===== src/hw/rtl/hmsr_pkg.sv =====
package hmsr_pkg;

  // Register file geometry.
  localparam int RF_DEPTH = 32;
  localparam int RF_AW    = 5;
  localparam int RF_DW    = 16;

  // Bus events carried in tuser.
  localparam logic [1:0] OP_START = 2'd0;
  localparam logic [1:0] OP_WRITE = 2'd1;
  localparam logic [1:0] OP_READ  = 2'd2;
  localparam logic [1:0] OP_NONE  = 2'd3;

  // Byte phase within a transfer.
  localparam logic [1:0] PH_POINTER = 2'd0;
  localparam logic [1:0] PH_FIRST   = 2'd1;
  localparam logic [1:0] PH_SECOND  = 2'd2;
  localparam logic [1:0] PH_REFUSE  = 2'd3;

  // Register indexes with special behaviour.
  localparam logic [RF_AW-1:0] REG_CHIP_ID    = 5'd0;
  localparam logic [RF_AW-1:0] REG_REVISION   = 5'd1;
  localparam logic [RF_AW-1:0] REG_INIT       = 5'd3;
  localparam logic [RF_AW-1:0] REG_TEMP       = 5'd4;
  localparam logic [RF_AW-1:0] REG_FAN_LIMIT  = 5'd5;
  localparam logic [RF_AW-1:0] REG_TEMP_LIMIT = 5'd6;
  localparam logic [RF_AW-1:0] REG_FAN_COUNT  = 5'd7;
  localparam logic [RF_AW-1:0] REG_FAN_MIN    = 5'd8;
  localparam logic [RF_AW-1:0] REG_VDD_LIMIT  = 5'd9;
  localparam logic [RF_AW-1:0] REG_VIN2_ALIAS = 5'd10;
  localparam logic [RF_AW-1:0] REG_VIN3_LIMIT = 5'd11;
  localparam logic [RF_AW-1:0] REG_VIN1_LIMIT = 5'd12;
  localparam logic [RF_AW-1:0] REG_VIN3       = 5'd13;
  localparam logic [RF_AW-1:0] REG_MISC       = 5'd15;
  localparam logic [RF_AW-1:0] REG_ALARM_MASK = 5'd17;
  localparam logic [RF_AW-1:0] REG_INT_STATUS = 5'd18;
  localparam logic [RF_AW-1:0] REG_VIN2       = 5'd19;
  localparam logic [RF_AW-1:0] REG_VIN1       = 5'd20;
  localparam logic [RF_AW-1:0] REG_VDD        = 5'd21;

  // Two-byte registers span this range.
  localparam logic [RF_AW-1:0] REG_WORD_FIRST = 5'd7;
  localparam logic [RF_AW-1:0] REG_WORD_LAST  = 5'd12;

  // Write masks.
  localparam logic [RF_DW-1:0] MASK_INIT  = 16'h00fc;
  localparam logic [RF_DW-1:0] MASK_MISC  = 16'h00f8;
  localparam logic [RF_DW-1:0] MASK_ALARM = 16'h007f;
  localparam int               INIT_RESTORE_BIT = 7;

  // Conversion constants.
  localparam int               DIV_NW  = 20;
  localparam int               DIV_DW  = 16;
  localparam int               DIV_CW  = 5;
  localparam logic [DIV_CW-1:0] DIV_STEPS = 5'd20;
  localparam logic [DIV_NW-1:0] FAN_COUNT_CONSTANT = 20'd480000;
  localparam logic [7:0]        TEMP_OFFSET = 8'd119;
  localparam logic [DIV_NW-1:0] VIN_ROUND   = 20'd9;
  localparam logic [DIV_DW-1:0] VIN_DIVISOR = 16'd19;
  localparam logic [DIV_DW-1:0] VDD_DIVISOR = 16'd95;

  typedef struct packed {
    logic              start;
    logic [DIV_NW-1:0] numer;
    logic [DIV_DW-1:0] denom;
  } div_req_t;

  typedef struct packed {
    logic              done;
    logic [DIV_NW-1:0] quot;
  } div_rsp_t;

  function automatic logic [RF_DW-1:0] reset_word(input logic [RF_AW-1:0] idx);
    logic [RF_DW-1:0] w;
    unique case (idx)
      REG_CHIP_ID, REG_REVISION:                       w = 16'h0080;
      REG_FAN_LIMIT:                                   w = 16'h00c7;
      REG_TEMP_LIMIT:                                  w = 16'h00c2;
      REG_FAN_MIN:                                     w = 16'h6464;
      REG_VDD_LIMIT, REG_VIN2_ALIAS,
      REG_VIN3_LIMIT, REG_VIN1_LIMIT:                  w = 16'hdac5;
      default:                                         w = 16'h0000;
    endcase
    return w;
  endfunction

endpackage


===== src/hw/rtl/hmsr_div.sv =====
module hmsr_div
  import hmsr_pkg::*;
(
  input  logic     clk,
  input  logic     rst_n,
  input  div_req_t req,
  output div_rsp_t rsp
);

  logic              busy_r, busy_nxt;
  logic              done_r, done_nxt;
  logic [DIV_CW-1:0] cnt_r, cnt_nxt;
  logic [DIV_DW-1:0] rem_r, rem_nxt;
  logic [DIV_NW-1:0] acc_r, acc_nxt;
  logic [DIV_DW-1:0] den_r, den_nxt;
  logic [DIV_DW:0]   shifted;
  logic              fits;

  // One quotient bit a cycle: the numerator shifts out at the top while
  // quotient bits shift in at the bottom of the same register.
  assign shifted = {rem_r, acc_r[DIV_NW-1]};
  assign fits    = shifted >= {1'b0, den_r};

  always_comb begin
    busy_nxt = busy_r;
    done_nxt = 1'b0;
    cnt_nxt  = cnt_r;
    rem_nxt  = rem_r;
    acc_nxt  = acc_r;
    den_nxt  = den_r;
    if (req.start) begin
      busy_nxt = 1'b1;
      cnt_nxt  = DIV_STEPS;
      rem_nxt  = '0;
      acc_nxt  = req.numer;
      den_nxt  = req.denom;
    end else if (busy_r) begin
      rem_nxt = fits ? DIV_DW'(shifted - {1'b0, den_r}) : shifted[DIV_DW-1:0];
      acc_nxt = {acc_r[DIV_NW-2:0], fits};
      cnt_nxt = cnt_r - 1'b1;
      if (cnt_r == DIV_CW'(1)) begin
        busy_nxt = 1'b0;
        done_nxt = 1'b1;
      end
    end
  end

  always_ff @(posedge clk) begin
    if (!rst_n) begin
      busy_r <= 1'b0;
      done_r <= 1'b0;
      cnt_r  <= '0;
    end else begin
      busy_r <= busy_nxt;
      done_r <= done_nxt;
      cnt_r  <= cnt_nxt;
    end
  end

  always_ff @(posedge clk) begin
    rem_r <= rem_nxt;
    acc_r <= acc_nxt;
    den_r <= den_nxt;
  end

  assign rsp.done = done_r;
  assign rsp.quot = acc_r;

endmodule


===== src/hw/rtl/hw_monitor_smbus_registers_core.sv =====
// Plain events, reads that need no division and fan reads of a stopped fan go from S_PREP
// straight to S_APPLY. Other fan reads and voltage reads pass through the shared 20-step
// restoring divider in S_DIV before S_APPLY. One request is handled at a time; the next is
// taken once the result has been loaded into the output register, which waits until any
// earlier response has been taken. Synchronous active-low reset loads the default register
// words and clears the pointer, the byte phase and the handshake state.
module hw_monitor_smbus_registers_core
  import hmsr_pkg::*;
(
  input  logic         clk,
  input  logic         rst_n,
  input  logic         in_tvalid,
  output logic         in_tready,
  // [7:0] data_byte, [15:8] temperature, [16] unused, [32:17] fan_a_rpm, [48:33] fan_b_rpm,
  // [61:49] vin1_mv, [74:62] vin2_mv, [87:75] vin3_mv, [100:88] vdd_mv, [103:101] zero
  input  logic [103:0] in_tdata,
  // [1:0] opcode
  input  logic [1:0]   in_tuser,
  output logic         out_tvalid,
  input  logic         out_tready,
  // [0] ack, [8:1] read_byte, [15:9] zero
  output logic [15:0]  out_tdata
);

  localparam logic [1:0] S_IDLE  = 2'd0;
  localparam logic [1:0] S_PREP  = 2'd1;
  localparam logic [1:0] S_DIV   = 2'd2;
  localparam logic [1:0] S_APPLY = 2'd3;

  logic [1:0]       state_r, state_nxt;
  logic [RF_DW-1:0] rf_r [RF_DEPTH];
  logic [RF_DW-1:0] rf_nxt [RF_DEPTH];
  logic [RF_AW-1:0] ptr_r, ptr_nxt;
  logic [1:0]       phase_r, phase_nxt;
  logic             out_valid_r, out_valid_nxt;
  logic [15:0]      out_data_r, out_data_nxt;
  logic [7:0]       conv_r, conv_nxt;
  logic             fan_mode_r, fan_mode_nxt;
  logic [1:0]       dsel_r, dsel_nxt;

  // Captured request.
  logic [1:0]  op_r;
  logic [7:0]  data_r;
  logic [7:0]  temp_r;
  logic [15:0] fan_a_r, fan_b_r;
  logic [12:0] vin1_r, vin2_r, vin3_r, vdd_r;

  div_req_t div_req;
  div_rsp_t div_rsp;

  logic             accept;
  logic [1:0]       phase_eff;
  logic             high_byte;
  logic [15:0]      rpm_sel;
  logic [1:0]       dsel_sel;
  logic [18:0]      rpm_scaled;
  logic [10:0]      fan_scaled;
  logic [7:0]       fan_post, vin_post;
  logic [RF_DW-1:0] rd_val;
  logic [RF_DW-1:0] wr_val;
  logic             wr_en;
  logic             commit;
  logic             ack;
  logic [7:0]       rb;

  assign accept    = in_tvalid && in_tready;
  assign in_tready = (state_r == S_IDLE);

  // A read right after a start behaves as a first-byte read.
  assign phase_eff = (phase_r == PH_POINTER) ? PH_FIRST : phase_r;
  assign high_byte = (phase_eff == PH_FIRST) && (ptr_r >= REG_WORD_FIRST)
                     && (ptr_r <= REG_WORD_LAST);

  assign rpm_sel    = high_byte ? fan_a_r : fan_b_r;
  assign dsel_sel   = high_byte ? rf_r[REG_MISC][7:6] : rf_r[REG_MISC][5:4];
  assign rpm_scaled = {3'b000, rpm_sel} << dsel_sel;

  // Fan result: quotient times the divisor, clamped to 1..255.
  assign fan_scaled = {3'b000, div_rsp.quot[7:0]} << dsel_r;
  always_comb begin
    if (|div_rsp.quot[DIV_NW-1:8] || |fan_scaled[10:8]) begin
      fan_post = 8'hff;
    end else if (fan_scaled[7:0] == 8'h00) begin
      fan_post = 8'h01;
    end else begin
      fan_post = fan_scaled[7:0];
    end
  end
  assign vin_post = |div_rsp.quot[DIV_NW-1:8] ? 8'hff : div_rsp.quot[7:0];

  hmsr_div u_div (
    .clk   (clk),
    .rst_n (rst_n),
    .req   (div_req),
    .rsp   (div_rsp)
  );

  // Read value of the pointed register; fan and voltage registers use conv_r, temperature adds an offset.
  always_comb begin
    unique case (ptr_r) inside
      REG_TEMP:                     rd_val = {8'h00, 8'(temp_r + TEMP_OFFSET)};
      REG_FAN_COUNT:                rd_val = {conv_r, conv_r};
      REG_VIN3, REG_VIN2, REG_VIN1,
      REG_VDD:                      rd_val = {8'h00, conv_r};
      default:                      rd_val = rf_r[ptr_r];
    endcase
  end

  always_comb begin
    state_nxt     = state_r;
    ptr_nxt       = ptr_r;
    phase_nxt     = phase_r;
    conv_nxt      = conv_r;
    fan_mode_nxt  = fan_mode_r;
    dsel_nxt      = dsel_r;
    out_valid_nxt = out_valid_r && !out_tready;
    out_data_nxt  = out_data_r;
    rf_nxt        = rf_r;
    div_req.start = 1'b0;
    div_req.numer = '0;
    div_req.denom = '0;
    wr_en         = 1'b0;
    wr_val        = '0;
    commit        = 1'b0;
    ack           = 1'b1;
    rb            = 8'h00;

    unique case (state_r)
      S_IDLE: begin
        if (accept) begin
          state_nxt = S_PREP;
        end
      end
      S_PREP: begin
        state_nxt    = S_APPLY;
        fan_mode_nxt = 1'b0;
        dsel_nxt     = dsel_sel;
        if (op_r == OP_READ) begin
          unique case (ptr_r) inside
            REG_FAN_COUNT: begin
              fan_mode_nxt = 1'b1;
              if (rpm_sel == 16'h0000) begin
                conv_nxt = 8'h00;
              end else begin
                div_req.start = 1'b1;
                div_req.numer = FAN_COUNT_CONSTANT + DIV_NW'(rpm_scaled[18:1]);
                div_req.denom = rpm_sel;
                state_nxt     = S_DIV;
              end
            end
            REG_VIN3, REG_VIN2, REG_VIN1: begin
              div_req.start = 1'b1;
              div_req.denom = VIN_DIVISOR;
              state_nxt     = S_DIV;
              if (ptr_r == REG_VIN3) begin
                div_req.numer = DIV_NW'(vin3_r) + VIN_ROUND;
              end else if (ptr_r == REG_VIN2) begin
                div_req.numer = DIV_NW'(vin2_r) + VIN_ROUND;
              end else begin
                div_req.numer = DIV_NW'(vin1_r) + VIN_ROUND;
              end
            end
            REG_VDD: begin
              div_req.start = 1'b1;
              div_req.numer = DIV_NW'({vdd_r, 2'b00});
              div_req.denom = VDD_DIVISOR;
              state_nxt     = S_DIV;
            end
            default: begin
            end
          endcase
        end
      end
      S_DIV: begin
        if (div_rsp.done) begin
          conv_nxt  = fan_mode_r ? fan_post : vin_post;
          state_nxt = S_APPLY;
        end
      end
      S_APPLY: begin
        if (!out_valid_r || out_tready) begin
          commit    = 1'b1;
          state_nxt = S_IDLE;
          unique case (op_r)
            OP_START: begin
              phase_nxt = PH_POINTER;
            end
            OP_WRITE: begin
              unique case (phase_r)
                PH_POINTER: begin
                  ptr_nxt   = data_r[RF_AW-1:0];
                  phase_nxt = PH_FIRST;
                end
                PH_FIRST: begin
                  wr_en     = 1'b1;
                  wr_val    = {rd_val[15:8], data_r};
                  phase_nxt = PH_SECOND;
                end
                PH_SECOND: begin
                  wr_en     = 1'b1;
                  wr_val    = {rd_val[7:0], data_r};
                  phase_nxt = PH_REFUSE;
                end
                default: begin
                  ack = 1'b0;
                end
              endcase
            end
            OP_READ: begin
              if (high_byte) begin
                phase_nxt = PH_SECOND;
                rb        = rd_val[15:8];
              end else begin
                phase_nxt = phase_eff;
                rb        = rd_val[7:0];
                ptr_nxt   = ptr_r + 1'b1;
              end
            end
            default: begin
            end
          endcase
          out_valid_nxt = 1'b1;
          out_data_nxt  = {7'b0000000, rb, ack};
        end
      end
      default: begin
        state_nxt = S_IDLE;
      end
    endcase

    if (wr_en) begin
      unique case (ptr_r) inside
        REG_CHIP_ID, REG_REVISION, REG_TEMP, REG_FAN_COUNT, REG_VIN3,
        REG_INT_STATUS, REG_VIN2, REG_VIN1, REG_VDD: begin
        end
        REG_VIN2_ALIAS: rf_nxt[REG_VIN2] = {8'h00, wr_val[7:0]};
        REG_INIT: begin
          if (wr_val[INIT_RESTORE_BIT]) begin
            for (int i = 0; i < RF_DEPTH; i++) begin
              rf_nxt[i] = reset_word(RF_AW'(i));
            end
          end else begin
            rf_nxt[REG_INIT] = wr_val & MASK_INIT;
          end
        end
        REG_MISC:       rf_nxt[REG_MISC] = wr_val & MASK_MISC;
        REG_ALARM_MASK: rf_nxt[REG_ALARM_MASK] = wr_val & MASK_ALARM;
        default:        rf_nxt[ptr_r] = wr_val;
      endcase
    end
  end

  always_ff @(posedge clk) begin
    if (!rst_n) begin
      state_r     <= S_IDLE;
      ptr_r       <= '0;
      phase_r     <= PH_POINTER;
      out_valid_r <= 1'b0;
      for (int i = 0; i < RF_DEPTH; i++) begin
        rf_r[i] <= reset_word(RF_AW'(i));
      end
    end else begin
      state_r     <= state_nxt;
      ptr_r       <= ptr_nxt;
      phase_r     <= phase_nxt;
      out_valid_r <= out_valid_nxt;
      if (commit) begin
        rf_r <= rf_nxt;
      end
    end
  end

  always_ff @(posedge clk) begin
    out_data_r <= out_data_nxt;
    conv_r     <= conv_nxt;
    fan_mode_r <= fan_mode_nxt;
    dsel_r     <= dsel_nxt;
    if (accept) begin
      op_r    <= in_tuser;
      data_r  <= in_tdata[7:0];
      temp_r  <= in_tdata[15:8];
      fan_a_r <= in_tdata[32:17];
      fan_b_r <= in_tdata[48:33];
      vin1_r  <= in_tdata[61:49];
      vin2_r  <= in_tdata[74:62];
      vin3_r  <= in_tdata[87:75];
      vdd_r   <= in_tdata[100:88];
    end
  end

  assign out_tvalid = out_valid_r;
  assign out_tdata  = out_data_r;

endmodule

===== config.mk =====
export PLATFORM = sky130hd
export DESIGN_NAME = hw_monitor_smbus_registers_core
export DESIGN_NICKNAME = d
export VERILOG_FILES = /design/src/hw/rtl/hmsr_pkg.sv /design/src/hw/rtl/hmsr_div.sv /design/src/hw/rtl/hw_monitor_smbus_registers_core.sv
export SDC_FILE = /design/constraint.sdc
export NUM_CORES = 1
export LEC_CHECK = 0
export ABC_AREA = 0
export ABC_CLOCK_PERIOD_IN_PS = 4200
export BUFFER_PORTS_ARGS = -buffer_cell sky130_fd_sc_hd__buf_4
export CORE_ASPECT_RATIO = 1.75
export CORE_UTILIZATION = 35
export DETAILED_ROUTE_END_ITERATION = 12
export GPL_ROUTABILITY_DRIVEN = 0
export MAX_ROUTING_LAYER = met4
export PLACE_DENSITY = 0.63
export SETUP_SLACK_MARGIN = 0.4
export SLEW_MARGIN = 30
export SYNTH_ARGS = -nofsm -noshare
export SYNTH_HDL_FRONTEND = slang
export SYNTH_SLANG_ARGS = --single-unit

===== constraint.sdc =====
create_clock -name clk -period 4.2 [get_ports clk]
set_clock_uncertainty 0.05 [all_clocks]
set_input_delay 0.21 -clock clk [delete_from_list [all_inputs] [get_ports clk]]
set_output_delay 0.21 -clock clk [all_outputs]
set_load 0.1 [all_outputs]

==> flow_metrics.env, run 1 <==
export IMPL_run_status="finished, final reports clean"
export IMPL_port_buffers=116
export IMPL_grt_usage=0.231
export IMPL_clock_fmax_mhz=267
export IMPL_cts_buffers=58
export IMPL_power_mw=15.4
export IMPL_cts_tree="yes"
export IMPL_drc=0
export IMPL_nets=3342
export IMPL_yosysUniqueCellTypes=84
export IMPL_synth_largest_area_cell="dfxtp_1"
export IMPL_route_vias_total=25363
export IMPL_cp_top_family="compound AO/OA/AOI/OAI gates"
export IMPL_max_cap_violations=0
export IMPL_cts_root_buf="clkbuf_16"
export IMPL_yosys_warnings=0
export IMPL_area_delta_synth_final_pct=17.1
export IMPL_vias_per_cell=5.75
export IMPL_cp_max_fo=12
export IMPL_clock_latency_ns=0.66
export IMPL_setup_viol=0
export IMPL_max_vdd_ir_drop_uv=322
export IMPL_crit_required_ns=4.73
export IMPL_fp_dieArea_mm2=0.0908
export IMPL_post_synth_top_area_fraction=0.348
export IMPL_hold_viol_final=0
export IMPL_clk_pin_slew_ns=0.07
export IMPL_synthFlopType="dfxtp_1"
export IMPL_dieHeight_um=398
export IMPL_fin_hold_ws_ns=0.225
export IMPL_cpMostUsedCell="buf_4"
export IMPL_dp_final_hpwl_um=71600
export IMPL_p_switching_mw=4.22
export IMPL_yosysSeqAreaShare=0.499
export IMPL_syn_avg_cell_area_um2=10.3
export IMPL_start_util=0.354
export IMPL_ios=128
export IMPL_ys_top_cells_by_area="dfxtp_1 (35%), edfxtp_1 (15%), mux4_2 (9.2%)"
export IMPL_switching_share=0.273
export IMPL_antenna_found_initial=0
export IMPL_seqPwrFrac=0.497
export IMPL_routed_wl_um=104000
export IMPL_worstHoldPathType="in2reg"
export IMPL_slowest_delay_ns=0.55
export IMPL_leakage_nw=13.8
export IMPL_path_cells="inv_1 -> ha_1 -> buf_4 -> nor3b_1 -> o32ai_1 -> a21o_1 -> a221o_1 -> a22oi_2 -> nor2_2 -> buf_4 -> nand3_1 -> a21oi_1"
export IMPL_end_kind="flip-flop"
export IMPL_cp_start_kind="flip-flop"
export IMPL_syn_inst=3058
export IMPL_p_int_mw=11.2
export IMPL_async_reset_ff_frac=0
export IMPL_powerDensity_mw_per_mm2=420
export IMPL_htreeDepth=2
export IMPL_clock_power_share=0.379
export IMPL_drive_above_1_share=0.156
export IMPL_cts_sinks=703
export IMPL_rows=144
export IMPL_postRouteAntennaNets=0
export IMPL_wl_per_cell_um=23.7
export IMPL_dr_first_iter_drc_count=2443
export IMPL_slew_viol_final=0
export IMPL_rsz0062_at_grt="true"
export IMPL_synth_edf_count=158
export IMPL_gr_total_overflow=0
export IMPL_fin_crit_ns=3.75
export IMPL_grt_start_max_net_pins=142
export IMPL_critPathBufInv=3
export IMPL_drt_pass1_iter_count=6
export IMPL_tightestPinTransition_ns=0.955
export IMPL_combPwrFrac=0.124
export IMPL_grt_pass1_vias=25620
export IMPL_nFillCells=8394
export IMPL_finalCritPeriodShare=0.893
export IMPL_max_slew_margin=0.363
export IMPL_critical_path_class="reg2reg"
export IMPL_die_w_um=228
export IMPL_critical_path_slowest_cell="nor2_2"
export IMPL_netlist_area_mm2=0.0314
export IMPL_ys_ff_latch=703
export IMPL_tns_ns=0
export IMPL_cts_buffer_depth=3
export IMPL_core_mm2=0.0885
export IMPL_grt_pass1_wl_um=157000
export IMPL_arrival_ns=4.29
[synth_stat cells (all sizes together), types with 83 or more instances]
library cell and instances:
a22oi 194, dfxtp 545, o21ai 200, nor2 253
a21oi 134, clkbuf 179, and3 177, edfxtp 158
nand3 96, mux4 128, nand2 294, buf 83
[registers in the layout, indices dropped and copies added (netlist names), 9 cells and up]
| signal | flops |
|---|---|
| out_tdata | 9 |
| vin2_r | 13 |
| u_div.rem_r | 16 |
| fan_a_r | 16 |
| vin3_r | 13 |
| u_div.acc_r | 20 |
| u_div.den_r | 16 |
| rf_r | 512 |
| vdd_r | 13 |
| fan_b_r | 16 |
| vin1_r | 13 |
[cell type report]
class	instances	area (um^2)	share of cell area
Sequential cell	703	15700	0.426
Multi-Input combinational cell	2030	14400	0.391
Timing Repair Buffer	331	2920	0.0795
Clock buffer	84	1700	0.0464
Tap cell	1168	1460	0.0398
Clock inverter	23	337	0.00916
Inverter	69	264	0.00719
Antenna cell	1	2.50	0.0000681
[final timing paths]
kind,start,to,slack [ns],cells after the start
worst max register to register,ptr_r[0]$_SDFFE_PN0P_,rf_r[376]$_SDFFE_PN0P_,0.45,12
worst max-delay path,ptr_r[0]$_SDFFE_PN0P_,rf_r[376]$_SDFFE_PN0P_,0.45,12
worst min-delay path,in_tdata[13],temp_r[5]$_DFFE_PP_,0.22,2
worst min register to register,rf_r[350]$_SDFFE_PN1P_,rf_r[350]$_SDFFE_PN1P_,0.40,1
[per-stage QoR]
stage	setup slack (ns)	cells	cell area, um^2	utilization
global route	0.325	4408	36700	0.415
detailed placement	0.305	4193	33600	0.379
finish	0.450	4409	36700	0.415
global placement	0.344	4193	33500	0.379
CTS	0.436	4405	36600	0.414
floorplan	0.405	3064	31400	-
[power by group through the flow]
stage | clock [mW] | sequential, mW | combinational, mW
global placement | 0 | 7.80 | 1.78
global route | 6.18 | 7.68 | 2.04
CTS | 5.94 | 7.64 | 1.88
finish | 5.85 | 7.66 | 1.91
detailed placement | 0 | 7.78 | 1.79
floorplan | 0 | 7.71 | 1.18
[metal layers]
metal / GRT usage / share of wire
met5: - / 0
met3: 0.0270 / 0.055
met4: 0.182 / 0.087
met2: 0.408 / 0.51
met1: 0.233 / 0.35
[cell families after synthesis]
logic type / after synthesis / share of synthesized area
other cells: 1 / 0.000120
flops: 703 / 0.499
compound gates: 714 / 0.151
buf+inv: 331 / 0.0452
xor+xnor: 28 / 0.00782
simple gates: 1020 / 0.159
mux: 222 / 0.123
fa+ha+maj: 39 / 0.0158
[what timing repair did]
| item | in CTS | in global routing |
|---|---|---|
| hold endpoints to repair | 106 | 0 |
| hold buffers | 105 | 0 |
| pin swaps | 0 | 4 |
| endpoints found under the setup margin | 16 | 45 |
| buffers inserted | 0 | 2 |
| gates resized for setup | 1 | 11 |
| gates cloned | 0 | 1 |
[cells in the final DEF (no fill, tap or decap), drive strengths merged, types with 13 or more instances in the layout]
cell type and count:
ha 38, a211oi 16, nor3 29, o21ai 200, dlygate4sd3 105, nand4 31, a21o 13, and3 177
a22oi 194, edfxtp 158, dfxtp 545, a21oi 134, nor4 20, nand2b 13, mux2 18, mux4 128
inv 74, o211ai 21, buf 225, nand2 294, xnor2 23, a31oi 13, nor2 253, nor2b 19
mux2i 76, and2 46, nand3 96, clkbuf 85, a22o 14, a32oi 20
No activity file was read; power rests on OpenSTA's default activity.
==> inputs of run 2 (changes only) <==
--- a/config.mk
+++ b/config.mk
@@ -5,7 +5,7 @@
 export SDC_FILE = /design/constraint.sdc
 export NUM_CORES = 1
 export LEC_CHECK = 0
-export ABC_AREA = 0
+export ABC_AREA = 1
 export ABC_CLOCK_PERIOD_IN_PS = 4200
 export BUFFER_PORTS_ARGS = -buffer_cell sky130_fd_sc_hd__buf_4
 export CORE_ASPECT_RATIO = 1.75
==> run 2 against run 1 <==
Via count increased by 20%. Cell count increased by 31%. Non-clock buffer count increased by 12. Worst setup slack improved by 0.14 ns. Sequential share of layout area decreased by 1.6 points. Critical path depth increased by 4. Worst hold slack got worse by 0.17 ns. Die area increased by 4.3%. Count of clock-buffer cells in the layout decreased by 12. Sequential power decreased by 3.8%. First-iteration DRC count increased by 19%. Total power increased by 4.1%. Largest cell class unchanged. Largest power group unchanged.
==> flow_metrics.env, run 2 <==
export IMPL_yosysSeqAreaShare=0.478
export IMPL_critPathBufInv=7
export IMPL_powerDensity_mw_per_mm2=420
export IMPL_cts_root_buf="clkbuf_16"
export IMPL_nets=4657
export IMPL_clock_fmax_mhz=277
export IMPL_nFillCells=9272
export IMPL_async_reset_ff_frac=0
export IMPL_grt_pass1_wl_um=171000
export IMPL_grt_pass1_vias=28724
export IMPL_syn_inst=4370
export IMPL_finalCritPeriodShare=0.861
export IMPL_syn_avg_cell_area_um2=7.49
export IMPL_path_cells="ha_1 -> inv_1 -> buf_4 -> nor2_1 -> ha_1 -> inv_1 -> nand2_1 -> nor2_8 -> inv_4 -> nor2_8 -> buf_4 -> nand2_1 -> inv_1 -> buf_4 -> nand2_1 -> a21oi_1"
export IMPL_ys_ff_latch=703
export IMPL_route_vias_total=30317
export IMPL_fp_dieArea_mm2=0.0948
export IMPL_final_cell_mix="nand2_1 (1,067), dfxtp_1 (542), a21oi_1 (495), o21ai_0 (442), nor2_1 (367)"
export IMPL_largest_reg_flops=512
export IMPL_dp_final_hpwl_um=76500
export IMPL_antenna_found_initial=3
export IMPL_grt_use_met2=0.408
export IMPL_drive_above_1_share=0.0997
export IMPL_max_cap_violations=0
export IMPL_port_buffers=116
export IMPL_fin_hold_ws_ns=0.0504
export IMPL_cts_sinks=703
export IMPL_ios=128
export IMPL_top_register="rf_r"
export IMPL_end_kind="flip-flop"
export IMPL_run_status="finished, final reports clean"
export IMPL_die_w_um=233
export IMPL_multiInputGateArea_mm2=0.0146
export IMPL_drc=0
export IMPL_synth_edf_count=158
export IMPL_wl_per_cell_um=19.9
export IMPL_max_slew_margin=0.362
export IMPL_htreeDepth=2
export IMPL_max_vdd_ir_drop_uv=766
export IMPL_clock_latency_ns=0.68
export IMPL_power_mw=16.1
export IMPL_start_util=0.353
export IMPL_netlist_area_mm2=0.0327
export IMPL_gr_max_usage_layer="met2"
export IMPL_cts_buffer_depth=3
export IMPL_grt_start_max_net_pins=151
export IMPL_groute_layer_met1_usage=0.242
export IMPL_grt_usage=0.246
export IMPL_cp_top_family="buffers and inverters"
export IMPL_tns_ns=0
export IMPL_leakage_nw=14.5
export IMPL_area_delta_synth_final_pct=16.7
export IMPL_slowest_delay_ns=0.45
export IMPL_cts_buffers=60
export IMPL_final_util=0.412
export IMPL_dr_first_iter_drc_count=2896
export IMPL_cp_max_fo=17
export IMPL_synth_largest_area_cell="dfxtp_1"
export IMPL_arrival_ns=4.17
export IMPL_rsz0062_at_grt="false"
export IMPL_fin_crit_ns=3.61
export IMPL_ys_top_cells_by_area="dfxtp_1 (33%), edfxtp_1 (14%), nand2_1 (12%)"
export IMPL_slew_viol_final=0
export IMPL_dieHeight_um=407
export IMPL_synth_most_common_cell="nand2_1"
export IMPL_critical_path_class="reg2reg"
export IMPL_drt_pass1_iter_count=6
export IMPL_synth_common_cells="nand2_1 (1,067), dfxtp_1 (545), a21oi_1 (495), o21ai_0 (443), nor2_1 (369)"
export IMPL_rows=148
export IMPL_worstHoldPathType="in2reg"
export IMPL_core_mm2=0.0928
export IMPL_crit_required_ns=4.75
export IMPL_cp_start_kind="flip-flop"
export IMPL_yosysUniqueCellTypes=59
export IMPL_vias_per_cell=5.27
export IMPL_gr_total_overflow=0
export IMPL_hold_viol_final=0
export IMPL_met3_usage=0.0440
export IMPL_synthFlopType="dfxtp_1"
export IMPL_clk_pin_slew_ns=0.08
export IMPL_top_regs="rf_r (512), u_div.acc_r (20)"
export IMPL_post_synth_top_area_fraction=0.333
export IMPL_postRouteAntennaNets=0
export IMPL_routed_wl_um=114000
export IMPL_ff_latch_area_mm2=0.0157
export IMPL_yosys_warnings=0
export IMPL_cts_tree="yes"
export IMPL_final_common_cell="nand2_1"
export IMPL_critical_path_slowest_cell="dfxtp_4"
export IMPL_setup_viol=0
export IMPL_tightestPinTransition_ns=0.956
==> run 2: repair_timing <==
| item | in CTS | in global routing |
|---|---|---|
| setup endpoints to repair | 0 | 159 |
| hold buffers | 104 | 0 |
| resized for setup | 0 | 5 |
| buffers inserted | 0 | 2 |
| hold endpoints to repair | 105 | 0 |
==> run 2: metrics by stage <==
stage	instance area (um^2)	setup slack, ns	instances
after floorplan	32800	0.736	4376
after global routing	38200	0.418	5755
after global placement	35000	0.601	5539
final	38200	0.585	5755
after detailed placement	35000	0.554	5539
after CTS	38100	0.530	5750
==> run 2: cells by family after synthesis <==
| kind of cell | share of synthesized area |
|---|---|
| adders and majority gates | 0.0151 |
| xor gates and xnor gates | 0.00428 |
| muxes | 0.000918 |
| buffers and inverters | 0.0761 |
| and+or+nand+nor | 0.249 |
| DFF | 0.478 |
| AOI/OAI and AO/OA | 0.176 |
| other | 0.000115 |
==> run 2: cell type report <==
| type | instances | area share |
|---|---|---|
| Clock buffer | 72 | 0.0424 |
| Timing Repair Buffer | 343 | 0.0801 |
| Clock inverter | 35 | 0.0115 |
| Tap cell | 1200 | 0.0393 |
| Inverter | 327 | 0.0331 |
| Multi-Input combinational cell | 3073 | 0.383 |
| Antenna cell | 2 | 0.000131 |
| Sequential cell | 703 | 0.410 |
==> run 2: worst reg2reg max path: stages, from the launching register on <==
cell,delay (ns)
dfxtp_4,0.45
ha_1,0.26
inv_1,0.08
buf_4,0.29
nor2_1,0.09
ha_1,0.18
inv_1,0.22
nand2_1,0.26
nor2_8,0.24
inv_4,0.11
nor2_8,0.11
buf_4,0.35
nand2_1,0.09
inv_1,0.29
buf_4,0.26
nand2_1,0.07
a21oi_1,0.15
==> run 2: routing by layer <==
metal,vias to the layer above,share of wire
li1,14761,-
met5,-,0
met2,1124,0.48
met1,14039,0.35
met4,0,0.11
met3,393,0.060
==> run 2: worst paths after layout <==
path,from,to,slack (ns),depth (start not counted)
worst max-delay path,ptr_r[1]$_SDFFE_PN0P_,rf_r[118]$_SDFFE_PN0P_,0.59,16
worst min register to register,rf_r[222]$_SDFFE_PN0P_,rf_r[222]$_SDFFE_PN0P_,0.39,2
worst max register to register,ptr_r[1]$_SDFFE_PN0P_,rf_r[118]$_SDFFE_PN0P_,0.59,16
worst min-delay path,rst_n,rf_r[378]$_SDFFE_PN1P_,0.05,2
==> run 2: power by group <==
part	internal [mW]	switching [mW]	leakage [nW]	total, mW
Clock	3.30	2.71	0.989	6.02
Combinational	0.772	1.89	7.57	2.66
Sequential	7.24	0.132	5.91	7.37
Total	11.3	4.74	14.5	16.1
